`src/rtl/core/mtfq_pkg.sv`:
```
// Move-to-front queue: shared types and codes.
// Used by mtfq_cell, move_to_front_queue and mtfq_checker; depends on nothing.
package mtfq_pkg;

  localparam int CMD_W    = 2;
  localparam int PRI_W    = 8;
  localparam int STATUS_W = 3;

  localparam logic [CMD_W-1:0] CMD_APPEND  = 2'd0;
  localparam logic [CMD_W-1:0] CMD_PROMOTE = 2'd1;
  localparam logic [CMD_W-1:0] CMD_READ    = 2'd2;

  localparam logic [STATUS_W-1:0] ST_OK        = 3'd0;
  localparam logic [STATUS_W-1:0] ST_EMPTY     = 3'd1;
  localparam logic [STATUS_W-1:0] ST_NOT_FOUND = 3'd2;
  localparam logic [STATUS_W-1:0] ST_AT_HEAD   = 3'd3;
  localparam logic [STATUS_W-1:0] ST_FULL      = 3'd4;
  localparam logic [STATUS_W-1:0] ST_BAD_POS   = 3'd5;

  // search token passed from cell to cell
  typedef struct packed {
    logic valid;
    logic found;
    logic head;
  } probe_t;

  // controls broadcast to every cell
  typedef struct packed {
    logic wr_en;
    logic shift_en;
    logic is_read;
  } cell_ctrl_t;

endpackage

```
`src/rtl/core/move_to_front_queue.sv`:
```
// Move-to-front queue top level: control, result register and the row of cells.
// Depends on mtfq_pkg and mtfq_cell.
//
// Holds up to CAPACITY (key, priority) entries in a row of cells, head at cell 0.
// One word is taken at a time. Append, promote on an empty table and the
// unused command go from acceptance straight to the done state, which loads
// the output register once it is free. Promote and read send a search token
// down the row, one cell per clock, through the start and walk states; a
// promote that moves an entry then passes through the shift state before done.
// The next word is taken only after the result is loaded. The result sits in
// an output register, so a stalled result does not hold up the search of the
// following word.
module move_to_front_queue #(
  parameter int  CAPACITY = 16,
  parameter int  KEY_BITS = 16,
  localparam int IDX_W    = $clog2(CAPACITY),
  localparam int CNT_W    = $clog2(CAPACITY + 1)
) (
  input  logic                            clk,
  input  logic                            rst,
  input  logic                            cmd_valid,
  output logic                            cmd_stall,
  input  logic [mtfq_pkg::CMD_W-1:0]      command,
  input  logic [KEY_BITS-1:0]             key,
  input  logic [mtfq_pkg::PRI_W-1:0]      priority_req,
  input  logic [IDX_W-1:0]                position,
  output logic                            rsp_valid,
  input  logic                            rsp_stall,
  output logic [mtfq_pkg::STATUS_W-1:0]   status,
  output logic [KEY_BITS-1:0]             read_key,
  output logic [mtfq_pkg::PRI_W-1:0]      read_priority,
  output logic [CNT_W-1:0]                count
);
  import mtfq_pkg::*;

  localparam logic [2:0] S_IDLE  = 3'd0;
  localparam logic [2:0] S_START = 3'd1;
  localparam logic [2:0] S_WALK  = 3'd2;
  localparam logic [2:0] S_SHIFT = 3'd3;
  localparam logic [2:0] S_DONE  = 3'd4;

  localparam logic [CNT_W-1:0] CAP_CNT = CNT_W'(CAPACITY);

  logic [2:0]            state;
  logic [CNT_W-1:0]      occupancy;
  logic [CMD_W-1:0]      op;
  logic [KEY_BITS-1:0]   srch_key;
  logic [IDX_W-1:0]      srch_pos;
  logic [STATUS_W-1:0]   res_status;
  logic [KEY_BITS-1:0]   res_key;
  logic [PRI_W-1:0]      res_pri;
  logic                  accept;
  logic                  out_free;
  cell_ctrl_t            ctrl;

  probe_t                probe     [CAPACITY+1];
  logic [KEY_BITS-1:0]   probe_key [CAPACITY+1];
  logic [PRI_W-1:0]      probe_pri [CAPACITY+1];
  logic [KEY_BITS-1:0]   slot_key  [CAPACITY];
  logic [PRI_W-1:0]      slot_pri  [CAPACITY];

  assign cmd_stall = (state != S_IDLE);
  assign accept    = cmd_valid && !cmd_stall;
  assign out_free  = !rsp_valid || !rsp_stall;

  assign ctrl.wr_en    = accept && (command == CMD_APPEND) && (occupancy != CAP_CNT);
  assign ctrl.shift_en = (state == S_SHIFT);
  assign ctrl.is_read  = (op == CMD_READ);

  assign probe[0].valid = (state == S_START);
  assign probe[0].found = 1'b0;
  assign probe[0].head  = 1'b0;
  assign probe_key[0]   = '0;
  assign probe_pri[0]   = '0;

  for (genvar i = 0; i < CAPACITY; i++) begin : g_cell
    logic [KEY_BITS-1:0] left_key;
    logic [PRI_W-1:0]    left_pri;

    if (i == 0) begin : g_head
      assign left_key = res_key;
      assign left_pri = res_pri;
    end else begin : g_body
      assign left_key = slot_key[i-1];
      assign left_pri = slot_pri[i-1];
    end

    mtfq_cell #(
      .KEY_BITS (KEY_BITS),
      .IDX_W    (IDX_W),
      .CNT_W    (CNT_W),
      .IDX      (i)
    ) u_cell (
      .clk           (clk),
      .rst           (rst),
      .occupancy     (occupancy),
      .ctrl          (ctrl),
      .srch_key      (srch_key),
      .srch_pos      (srch_pos),
      .wr_key        (key),
      .wr_pri        (priority_req),
      .left_key      (left_key),
      .left_pri      (left_pri),
      .probe_in      (probe[i]),
      .probe_key_in  (probe_key[i]),
      .probe_pri_in  (probe_pri[i]),
      .probe_out     (probe[i+1]),
      .probe_key_out (probe_key[i+1]),
      .probe_pri_out (probe_pri[i+1]),
      .slot_key      (slot_key[i]),
      .slot_pri      (slot_pri[i])
    );
  end

  always_ff @(posedge clk) begin
    if (rst) begin
      state     <= S_IDLE;
      occupancy <= '0;
      rsp_valid <= 1'b0;
    end else begin
      if (rsp_valid && !rsp_stall && (state != S_DONE)) begin
        rsp_valid <= 1'b0;
      end
      unique case (state)
        S_IDLE: begin
          if (accept) begin
            op       <= command;
            srch_key <= key;
            srch_pos <= position;
            unique case (command)
              CMD_APPEND: begin
                if (occupancy == CAP_CNT) begin
                  res_status <= ST_FULL;
                end else begin
                  res_status <= ST_OK;
                  occupancy  <= occupancy + CNT_W'(1);
                end
                state <= S_DONE;
              end
              CMD_PROMOTE: begin
                if (occupancy == '0) begin
                  res_status <= ST_EMPTY;
                  state      <= S_DONE;
                end else begin
                  state <= S_START;
                end
              end
              CMD_READ: begin
                state <= S_START;
              end
              default: begin
                res_status <= ST_OK;
                state      <= S_DONE;
              end
            endcase
          end
        end
        S_START: begin
          state <= S_WALK;
        end
        S_WALK: begin
          if (probe[CAPACITY].valid) begin
            res_key <= probe_key[CAPACITY];
            res_pri <= probe_pri[CAPACITY];
            if (op == CMD_READ) begin
              res_status <= probe[CAPACITY].found ? ST_OK : ST_BAD_POS;
              state      <= S_DONE;
            end else if (!probe[CAPACITY].found) begin
              res_status <= ST_NOT_FOUND;
              state      <= S_DONE;
            end else if (probe[CAPACITY].head) begin
              res_status <= ST_AT_HEAD;
              state      <= S_DONE;
            end else begin
              res_status <= ST_OK;
              state      <= S_SHIFT;
            end
          end
        end
        S_SHIFT: begin
          state <= S_DONE;
        end
        S_DONE: begin
          if (out_free) begin
            rsp_valid <= 1'b1;
            state     <= S_IDLE;
          end
        end
        default: begin
          state <= S_IDLE;
        end
      endcase
    end
  end

  always_ff @(posedge clk) begin
    if ((state == S_DONE) && out_free) begin
      status <= res_status;
      count  <= occupancy;
      if ((op == CMD_READ) && (res_status == ST_OK)) begin
        read_key      <= res_key;
        read_priority <= res_pri;
      end else begin
        read_key      <= '0;
        read_priority <= '0;
      end
    end
  end

endmodule

```
`src/rtl/core/mtfq_cell.sv`:
```
// Move-to-front queue: one table slot plus one stage of the search chain.
// Depends on mtfq_pkg.
module mtfq_cell #(
  parameter int KEY_BITS = 16,
  parameter int IDX_W    = 4,
  parameter int CNT_W    = 5,
  parameter int IDX      = 0
) (
  input  logic                         clk,
  input  logic                         rst,
  input  logic [CNT_W-1:0]             occupancy,
  input  mtfq_pkg::cell_ctrl_t         ctrl,
  input  logic [KEY_BITS-1:0]          srch_key,
  input  logic [IDX_W-1:0]             srch_pos,
  input  logic [KEY_BITS-1:0]          wr_key,
  input  logic [mtfq_pkg::PRI_W-1:0]   wr_pri,
  input  logic [KEY_BITS-1:0]          left_key,
  input  logic [mtfq_pkg::PRI_W-1:0]   left_pri,
  input  mtfq_pkg::probe_t             probe_in,
  input  logic [KEY_BITS-1:0]          probe_key_in,
  input  logic [mtfq_pkg::PRI_W-1:0]   probe_pri_in,
  output mtfq_pkg::probe_t             probe_out,
  output logic [KEY_BITS-1:0]          probe_key_out,
  output logic [mtfq_pkg::PRI_W-1:0]   probe_pri_out,
  output logic [KEY_BITS-1:0]          slot_key,
  output logic [mtfq_pkg::PRI_W-1:0]   slot_pri
);
  import mtfq_pkg::*;

  localparam logic [CNT_W-1:0] IDX_CNT = CNT_W'(IDX);
  localparam logic [IDX_W-1:0] IDX_POS = IDX_W'(IDX);

  logic occupied;
  logic hit;
  logic mark;

  assign occupied = IDX_CNT < occupancy;
  assign hit = probe_in.valid && !probe_in.found && occupied &&
               (ctrl.is_read ? (srch_pos == IDX_POS) : (slot_key == srch_key));

  always_ff @(posedge clk) begin
    if (rst) begin
      probe_out <= '0;
    end else begin
      probe_out.valid <= probe_in.valid;
      probe_out.found <= probe_in.found | hit;
      probe_out.head  <= probe_in.head | (hit && (IDX == 0));
    end
  end

  always_ff @(posedge clk) begin
    probe_key_out <= hit ? slot_key : probe_key_in;
    probe_pri_out <= hit ? slot_pri : probe_pri_in;
    // set on cells at or ahead of the first match
    if (probe_in.valid) begin
      mark <= !probe_in.found;
    end
    if (ctrl.wr_en && (occupancy == IDX_CNT)) begin
      slot_key <= wr_key;
      slot_pri <= wr_pri;
    end else if (ctrl.shift_en && mark) begin
      slot_key <= left_key;
      slot_pri <= left_pri;
    end
  end

endmodule

```
`config.mk`:
```
export PLATFORM = sky130hd
export DESIGN_NAME = move_to_front_queue
export DESIGN_NICKNAME = d
export VERILOG_FILES = /design/src/rtl/core/mtfq_pkg.sv /design/src/rtl/core/move_to_front_queue.sv /design/src/rtl/core/mtfq_cell.sv
export SDC_FILE = /design/constraint.sdc
export NUM_CORES = 1
export LEC_CHECK = 0
export BUFFER_PORTS_ARGS = -buffer_cell sky130_fd_sc_hd__buf_4
export CORE_MARGIN = 1
export CORE_UTILIZATION = 55
export DETAILED_ROUTE_END_ITERATION = 8
export GPL_ROUTABILITY_DRIVEN = 0
export PLACE_DENSITY = 0.71
export SLEW_MARGIN = 20
export SYNTH_ARGS = -nofsm -noshare
export SYNTH_HDL_FRONTEND = slang
export SYNTH_HIERARCHICAL = 1
export SYNTH_SLANG_ARGS = --single-unit
```
`constraint.sdc`:
```
create_clock -name clk -period 8.03 [get_ports clk]
set_input_delay 0.4015 -clock clk [delete_from_list [all_inputs] [get_ports clk]]
set_output_delay 0.4015 -clock clk [all_outputs]
set_load 0.01 [all_outputs]
```
==> results of run 1 <==
-- state kept, by name, summed over array words and instances, names as in the netlist --
name	cells
g_cell.u_cell/probe_out	48
occupancy	5
g_cell.left_key	16
count	5
g_cell.left_pri	8
state	3
g_cell.u_cell/slot_key	256
read_priority	8
g_cell.u_cell/probe_pri_out	128
res_status	3
read_key	16
srch_pos	4
g_cell.u_cell/mark	16
op	2
g_cell.u_cell/probe_key_out	256
g_cell.u_cell/slot_pri	128
status	3
rsp_valid	1
srch_key	16
-- layer usage --
metal,track usage,share of wire,up-vias
met2,0.4742,0.49,704
met1,0.3527,0.40,10601
met3,0.06423,0.071,208
met5,0,0.00033,-
li1,-,-,9202
met4,0.1028,0.038,4
-- logic make-up (layout without fill, tap and decap cells) --
logic type / count (synthesis) / count (layout)
other: 1 / 29
AOI/OAI and AO/OA: 81 / 81
adders and majority gates: 5 / 5
buffers and inverters: 106 / 324
muxes: 771 / 771
xor gates and xnor gates: 260 / 260
and+or+nand+nor: 251 / 251
DFF: 922 / 922
-- critical path, stage by stage, from the launching register on --
cell,delay (ps)
dfxtp_1,320
buf_4,370
and4bb_2,350
nor3_4,420
buf_4,320
nor3b_1,330
nand3_2,580
nand2_1,1060
-- power by group --
part / total (mW) / internal (mW) / leakage, nW / switching [mW]
Clock: 4.38 / 2.57 / 1.54 / 1.81
Sequential: 5.13 / 5.05 / 8.05 / 0.0817
Combinational: 0.427 / 0.202 / 6.53 / 0.225
-- worst paths after layout --
kind                                               from                                      end  slack, ps  cells after the start
min reg2reg  g_cell[15].u_cell/probe_key_out[8]$_DFF_P_          g_cell[0].left_key[8]$_DFFE_PP_        400                      0
max reg2reg                   occupancy[3]$_SDFFE_PP0P_  g_cell[12].u_cell/slot_pri[5]$_DFFE_PP_       3860                      7
min                                           rsp_stall                     rsp_valid$_SDFF_PP0_        130                      3
max                           occupancy[3]$_SDFFE_PP0P_  g_cell[12].u_cell/slot_pri[5]$_DFFE_PP_       3860                      7
-- metrics by stage --
stage | hold slack [ps] | total power, mW | cell area (sq um)
after detailed placement | 389.5 | 5.648 | 39960
after floorplan | 385.5 | 5.432 | 38440
final | 125.8 | 9.937 | 43410
after global placement | 388.0 | 5.640 | 39940
after global routing | 115.5 | 10.21 | 43400
after CTS | 85.56 | 9.989 | 43150
-- cells in the final DEF (no fill, tap or decap), types with 6 or more instances in the layout --
cell | Yosys | routed
buf_16 | 0 | 6
o21ai_4 | 0 | 10
clkbuf_8 | 0 | 13
edfxtp_1 | 481 | 481
nand4_1 | 59 | 59
a21oi_1 | 24 | 23
a21o_1 | 8 | 6
nand3_1 | 13 | 8
mux2_4 | 265 | 265
clkbuf_16 | 0 | 100
nor4_1 | 23 | 22
clkbuf_1 | 15 | 20
nor2_1 | 26 | 25
xor2_1 | 32 | 32
xnor2_1 | 228 | 228
nand2_1 | 28 | 23
a2111oi_4 | 7 | 7
nand4b_1 | 8 | 8
clkinv_2 | 0 | 17
dlygate4sd3_1 | 0 | 6
buf_4 | 2 | 101
dfxtp_1 | 441 | 441
mux2_2 | 502 | 502
and2_1 | 24 | 24
nor2b_1 | 23 | 23
conb_1 | 1 | 26
inv_1 | 34 | 33
-- area by class of cell --
| class | count | area share |
|---|---|---|
| clock inverters | 39 | 0.008504 |
| multi-input cells | 1394 | 0.3377 |
| clock buffers | 134 | 0.06368 |
| inverters | 34 | 0.002940 |
| well taps | 931 | 0.02684 |
| repair buffers | 117 | 0.02404 |
| diodes | 3 | 0.0001730 |
| flip-flops and latches | 922 | 0.5362 |
==> impl_metrics.json, run 1 <==
{
  "fp.dieW_microns": 266.1,
  "cap_viol_max_count": 0,
  "async_reset_ff_frac": 0,
  "ir_worst_vdd_mv": 0.1638,
  "dp_slack_ps": 3439,
  "avgRoutedWirePerCell_microns": 27.66,
  "core_region_area_sq_mm": 0.06883,
  "muxShareOfSynthArea": 0.2523,
  "avgViaCountPerCell": 5.797,
  "cellPowerDensity_mw_per_mm2": 228.9,
  "grt_max_degree": 59,
  "dp.cells": 3383,
  "finalSetupTns_ps": 0,
  "start_util": 0.5572,
  "synth.most_common_cell": "mux2_2",
  "synth_area_sq_mm": 0.03835,
  "detail-route-antenna-nets": 0,
  "ctsResizeCount": 0,
  "synthFlopType": "edfxtp_1",
  "synth-simple-area-share": 0.04065,
  "slew_violations": 0,
  "synth_edf_count": 481,
  "dp_hpwl_mm": 65.94,
  "drc": 0,
  "dieArea_sq_mm": 0.07079,
  "nFillCells": 4974,
  "rows": 96,
  "setup_ws_ps": 3858,
  "synthTopCellsByCount": "mux2_2 (502), edfxtp_1 (481), dfxtp_1 (441)",
  "clk_path_buf_depth": 3,
  "clk_pin_slew_ps": 60,
  "rsz0062_at_grt": "no",
  "synth_top_family_by_area": "multiplexers",
  "crit_arrival_ps": 4420,
  "yosysTopAreaCellShare": 0.3766,
  "grt_pass1_wl_mm": 145.0,
  "fin_nets": 2600,
  "cts_root_buf": "clkbuf_16",
  "drtPass1Iterations": 5,
  "required_ps": 8280,
  "track_usage": 0.2810,
  "htree_levels": 3,
  "ff_latch_area_sq_mm": 0.02327,
  "worst_pin_slew_ps": 1104,
  "fmax_ghz": 0.2397,
  "yosysSeqAreaShare": 0.6069,
  "multi_input_area_sq_mm": 0.01466,
  "avgSynthCellArea_sq_um": 16.00,
  "grt_pass1_vias": 21621,
  "cp-start-kind": "register",
  "fin_util": 0.6307,
  "synthCells": 2397,
  "final.min_clock_period_ps": 4172,
  "synth_area_leader_cell": "edfxtp_1",
  "cts_num_sinks": 922,
  "cts-buffers-inserted": 92,
  "yosysWarnings": 6,
  "cts_tree": "yes",
  "via_count": 20719,
  "port_buffers": 67,
  "drive_above_1_share": 0.4129,
  "slew_headroom": 0.2643,
  "layout.cells.non_filler": 3574,
  "setup_viol_count_final": 0,
  "critical_path_class": "reg2reg",
  "syn_to_final_growth_pct": 13.18,
  "clock_skew_ps": 18.07,
  "critPathMaxFanout": 30,
  "insertion_delay_ps": 640,
  "p_leak_nw": 16.12,
  "hold_path.class": "in2reg",
  "grt-ovfl-total": 0,
  "drt_iter0_markers": 1651,
  "synth_compound_area_frac": 0.02121,
  "ys_types": 64,
  "drt-total-wl_mm": 98.87,
  "synth_seq_cells": 922,
  "io-pin-count": 68,
  "antenna_found_initial": 7,
  "synth_fa_ha_area_frac": 0.001631,
  "endpoint_kind": "register",
  "yosys-top-cells-area": "edfxtp_1 (38%), dfxtp_1 (23%), mux2_2 (15%)",
  "fin_crit_sh": 0.5196,
  "hold_viol_final": 0,
  "synth_xor_area_frac": 0.05938,
  "cts_hold_buf": 6,
  "status": "finished, final reports clean",
  "die_y_microns": 266.1,
  "cts_setup_buffers": 0
}
Power figures use the tool's default switching activity.
==> run 2: changes to the inputs <==
==> constraint.sdc (replaced) <==
create_clock -name clk -period 4.1 [get_ports clk]
set_input_delay 0.205 -clock clk [delete_from_list [all_inputs] [get_ports clk]]
set_output_delay 0.205 -clock clk [all_outputs]
set_load 0.01 [all_outputs]
==> run 2 against run 1 <==
Effect of this change:
- hold slack worse by 42 ps
- sequential share of layout area down 0.47 points
- global-route usage down 1.5 points
- combinational power up 94%
- clock power up 100%
- final cell count up 1.2%
- clock skew up 23 ps
- non-clock buffer count up 43
- first-iteration DRC count up 1.4%
- via count down 0.79%
- core utilization up 0.56 points
- design area up 0.89%
- critical path type unchanged
==> impl_metrics.json, run 2 (synthesized netlist as in run 1, its figures left out) <==
{
  "crit_arrival_ps": 3500,
  "reg.largest.list": "g_cell.u_cell/probe_key_out: 256 flops, g_cell.u_cell/slot_key: 256 flops",
  "port_buffers": 67,
  "detail-route-antenna-nets": 0,
  "fmax_ghz": 0.3083,
  "hold_depth": 2,
  "htree_levels": 3,
  "clock_skew_ps": 40.82,
  "drive_above_1_share": 0.4095,
  "hold_path.class": "in2reg",
  "drtPass1Iterations": 5,
  "fp.dieW_microns": 266.1,
  "cts_num_sinks": 922,
  "start_util": 0.5572,
  "r2r_cells": 6,
  "avgViaCountPerCell": 5.683,
  "clk_pin_slew_ps": 60,
  "rows": 96,
  "setup_viol_count_final": 0,
  "insertion_delay_ps": 660,
  "io-pin-count": 68,
  "hold-path-endpoint": "g_cell[14].u_cell/probe_out[0]$_SDFF_PP0_",
  "grt-ovfl-total": 0,
  "diodes": 0,
  "mostFrequentLayoutCells": "mux2_2 (502), edfxtp_1 (481), dfxtp_1 (441), mux2_4 (265), xnor2_1 (228)",
  "cts_root_buf": "clkbuf_16",
  "drc": 0,
  "finalSetupTns_ps": 0,
  "endpoint_kind": "register",
  "core_region_area_sq_mm": 0.06883,
  "hp-start": "rst",
  "cts_setup_buffers": 0,
  "slew_violations": 0,
  "regToRegSetupSlack_ps": 860,
  "p_leak_nw": 16.35,
  "critPathMaxFanout": 25,
  "drt-total-wl_mm": 93.53,
  "critical_path_class": "reg2reg",
  "cap_viol_max_count": 0,
  "grt_max_degree": 59,
  "grt_pass1_vias": 21277,
  "final.min_clock_period_ps": 3244,
  "syn_to_final_growth_pct": 14.19,
  "grt_pass1_wl_mm": 138.8,
  "r2r-start": "state[1]$_SDFFE_PP0P_",
  "worst_pin_slew_ps": 1116,
  "ir_worst_vdd_mv": 0.3591,
  "fin_nets": 2644,
  "dp_hpwl_mm": 63.58,
  "hold_viol_final": 0,
  "ctsResizeCount": 0,
  "cellPowerDensity_mw_per_mm2": 449.4,
  "mostFrequentLayoutCell": "mux2_2",
  "cp-start-kind": "register",
  "antenna_found_initial": 5,
  "cts_tree": "yes",
  "cts-buffers-inserted": 93,
  "avgRoutedWirePerCell_microns": 25.86,
  "timing.rr.end": "g_cell[10].u_cell/slot_key[4]$_DFFE_PP_",
  "die_y_microns": 266.1,
  "required_ps": 4360,
  "status": "finished, final reports clean",
  "cts_hold_buf": 23,
  "rsz0062_at_grt": "no",
  "nFillCells": 4980,
  "drt_iter0_markers": 1674,
  "slew_headroom": 0.2529,
  "total_power_mw": 19.68,
  "dieArea_sq_mm": 0.07079,
  "via_count": 20555,
  "track_usage": 0.2663,
  "clk_path_buf_depth": 3,
  "fin_crit_sh": 0.7912
}
run 2: routing by layer:
layer,vias to the layer above,GRT usage,routed length (microns)
li1,9300,-,-
met1,10428,0.3482,39030
met2,659,0.4475,45490
met3,168,0.03771,5695
met4,0,0.1050,3317
met5,-,0,0
run 2: stage by stage:
stage / worst slack, ps / hold slack (ps) / area (sq um) / util / cells
after floorplan: 640.8 / 271.7 / 38440 / - / 2422
after global placement: 913.3 / 387.2 / 40180 / 0.5837 / 3412
after detailed placement: 860.8 / 384.9 / 40200 / 0.5841 / 3413
after CTS: 839.3 / 34.74 / 43650 / 0.6343 / 3612
after global routing: 693.4 / 80.11 / 43790 / 0.6363 / 3617
final: 855.9 / 83.93 / 43790 / 0.6363 / 3617
run 2: worst max-delay path by stage:
stage / startpoint / cells past startpoint / to
floorplan: occupancy[1]$_SDFFE_PP0P_ / 8 / g_cell[6].u_cell/slot_key[0]$_DFFE_PP_
global placement: occupancy[0]$_SDFFE_PP0P_ / 8 / g_cell[10].u_cell/slot_pri[6]$_DFFE_PP_
detailed placement: state[1]$_SDFFE_PP0P_ / 6 / g_cell[10].u_cell/slot_pri[2]$_DFFE_PP_
CTS: state[1]$_SDFFE_PP0P_ / 6 / g_cell[10].u_cell/slot_key[4]$_DFFE_PP_
global route: state[1]$_SDFFE_PP0P_ / 6 / g_cell[10].u_cell/slot_key[4]$_DFFE_PP_
finish: state[1]$_SDFFE_PP0P_ / 6 / g_cell[10].u_cell/slot_key[4]$_DFFE_PP_
run 2: critical path: stages (launching register included):
cell and delay, ps:
dfxtp_1 390, or3_4 480, nor3_4 500, nand4b_1 130
or3_1 340, buf_4 240, nand2_1 740
run 2: power by group:
group	internal (mW)	total, mW	switching [mW]
Sequential	9.89	10.0	0.139
Combinational	0.402	0.828	0.426
Clock	5.27	8.82	3.55
run 2: layout make-up:
| cell class | instances | area (sq um) | area share |
|---|---|---|---|
| timing repair buffer | 160 | 1391 | 0.03177 |
| multi-input combinational | 1394 | 14620 | 0.3338 |
| inverter | 34 | 127.6 | 0.002914 |
| tap | 931 | 1165 | 0.02660 |
| clock inverter | 45 | 535.5 | 0.01223 |
| sequential | 922 | 23270 | 0.5314 |
| clock buffer | 131 | 2684 | 0.06129 |
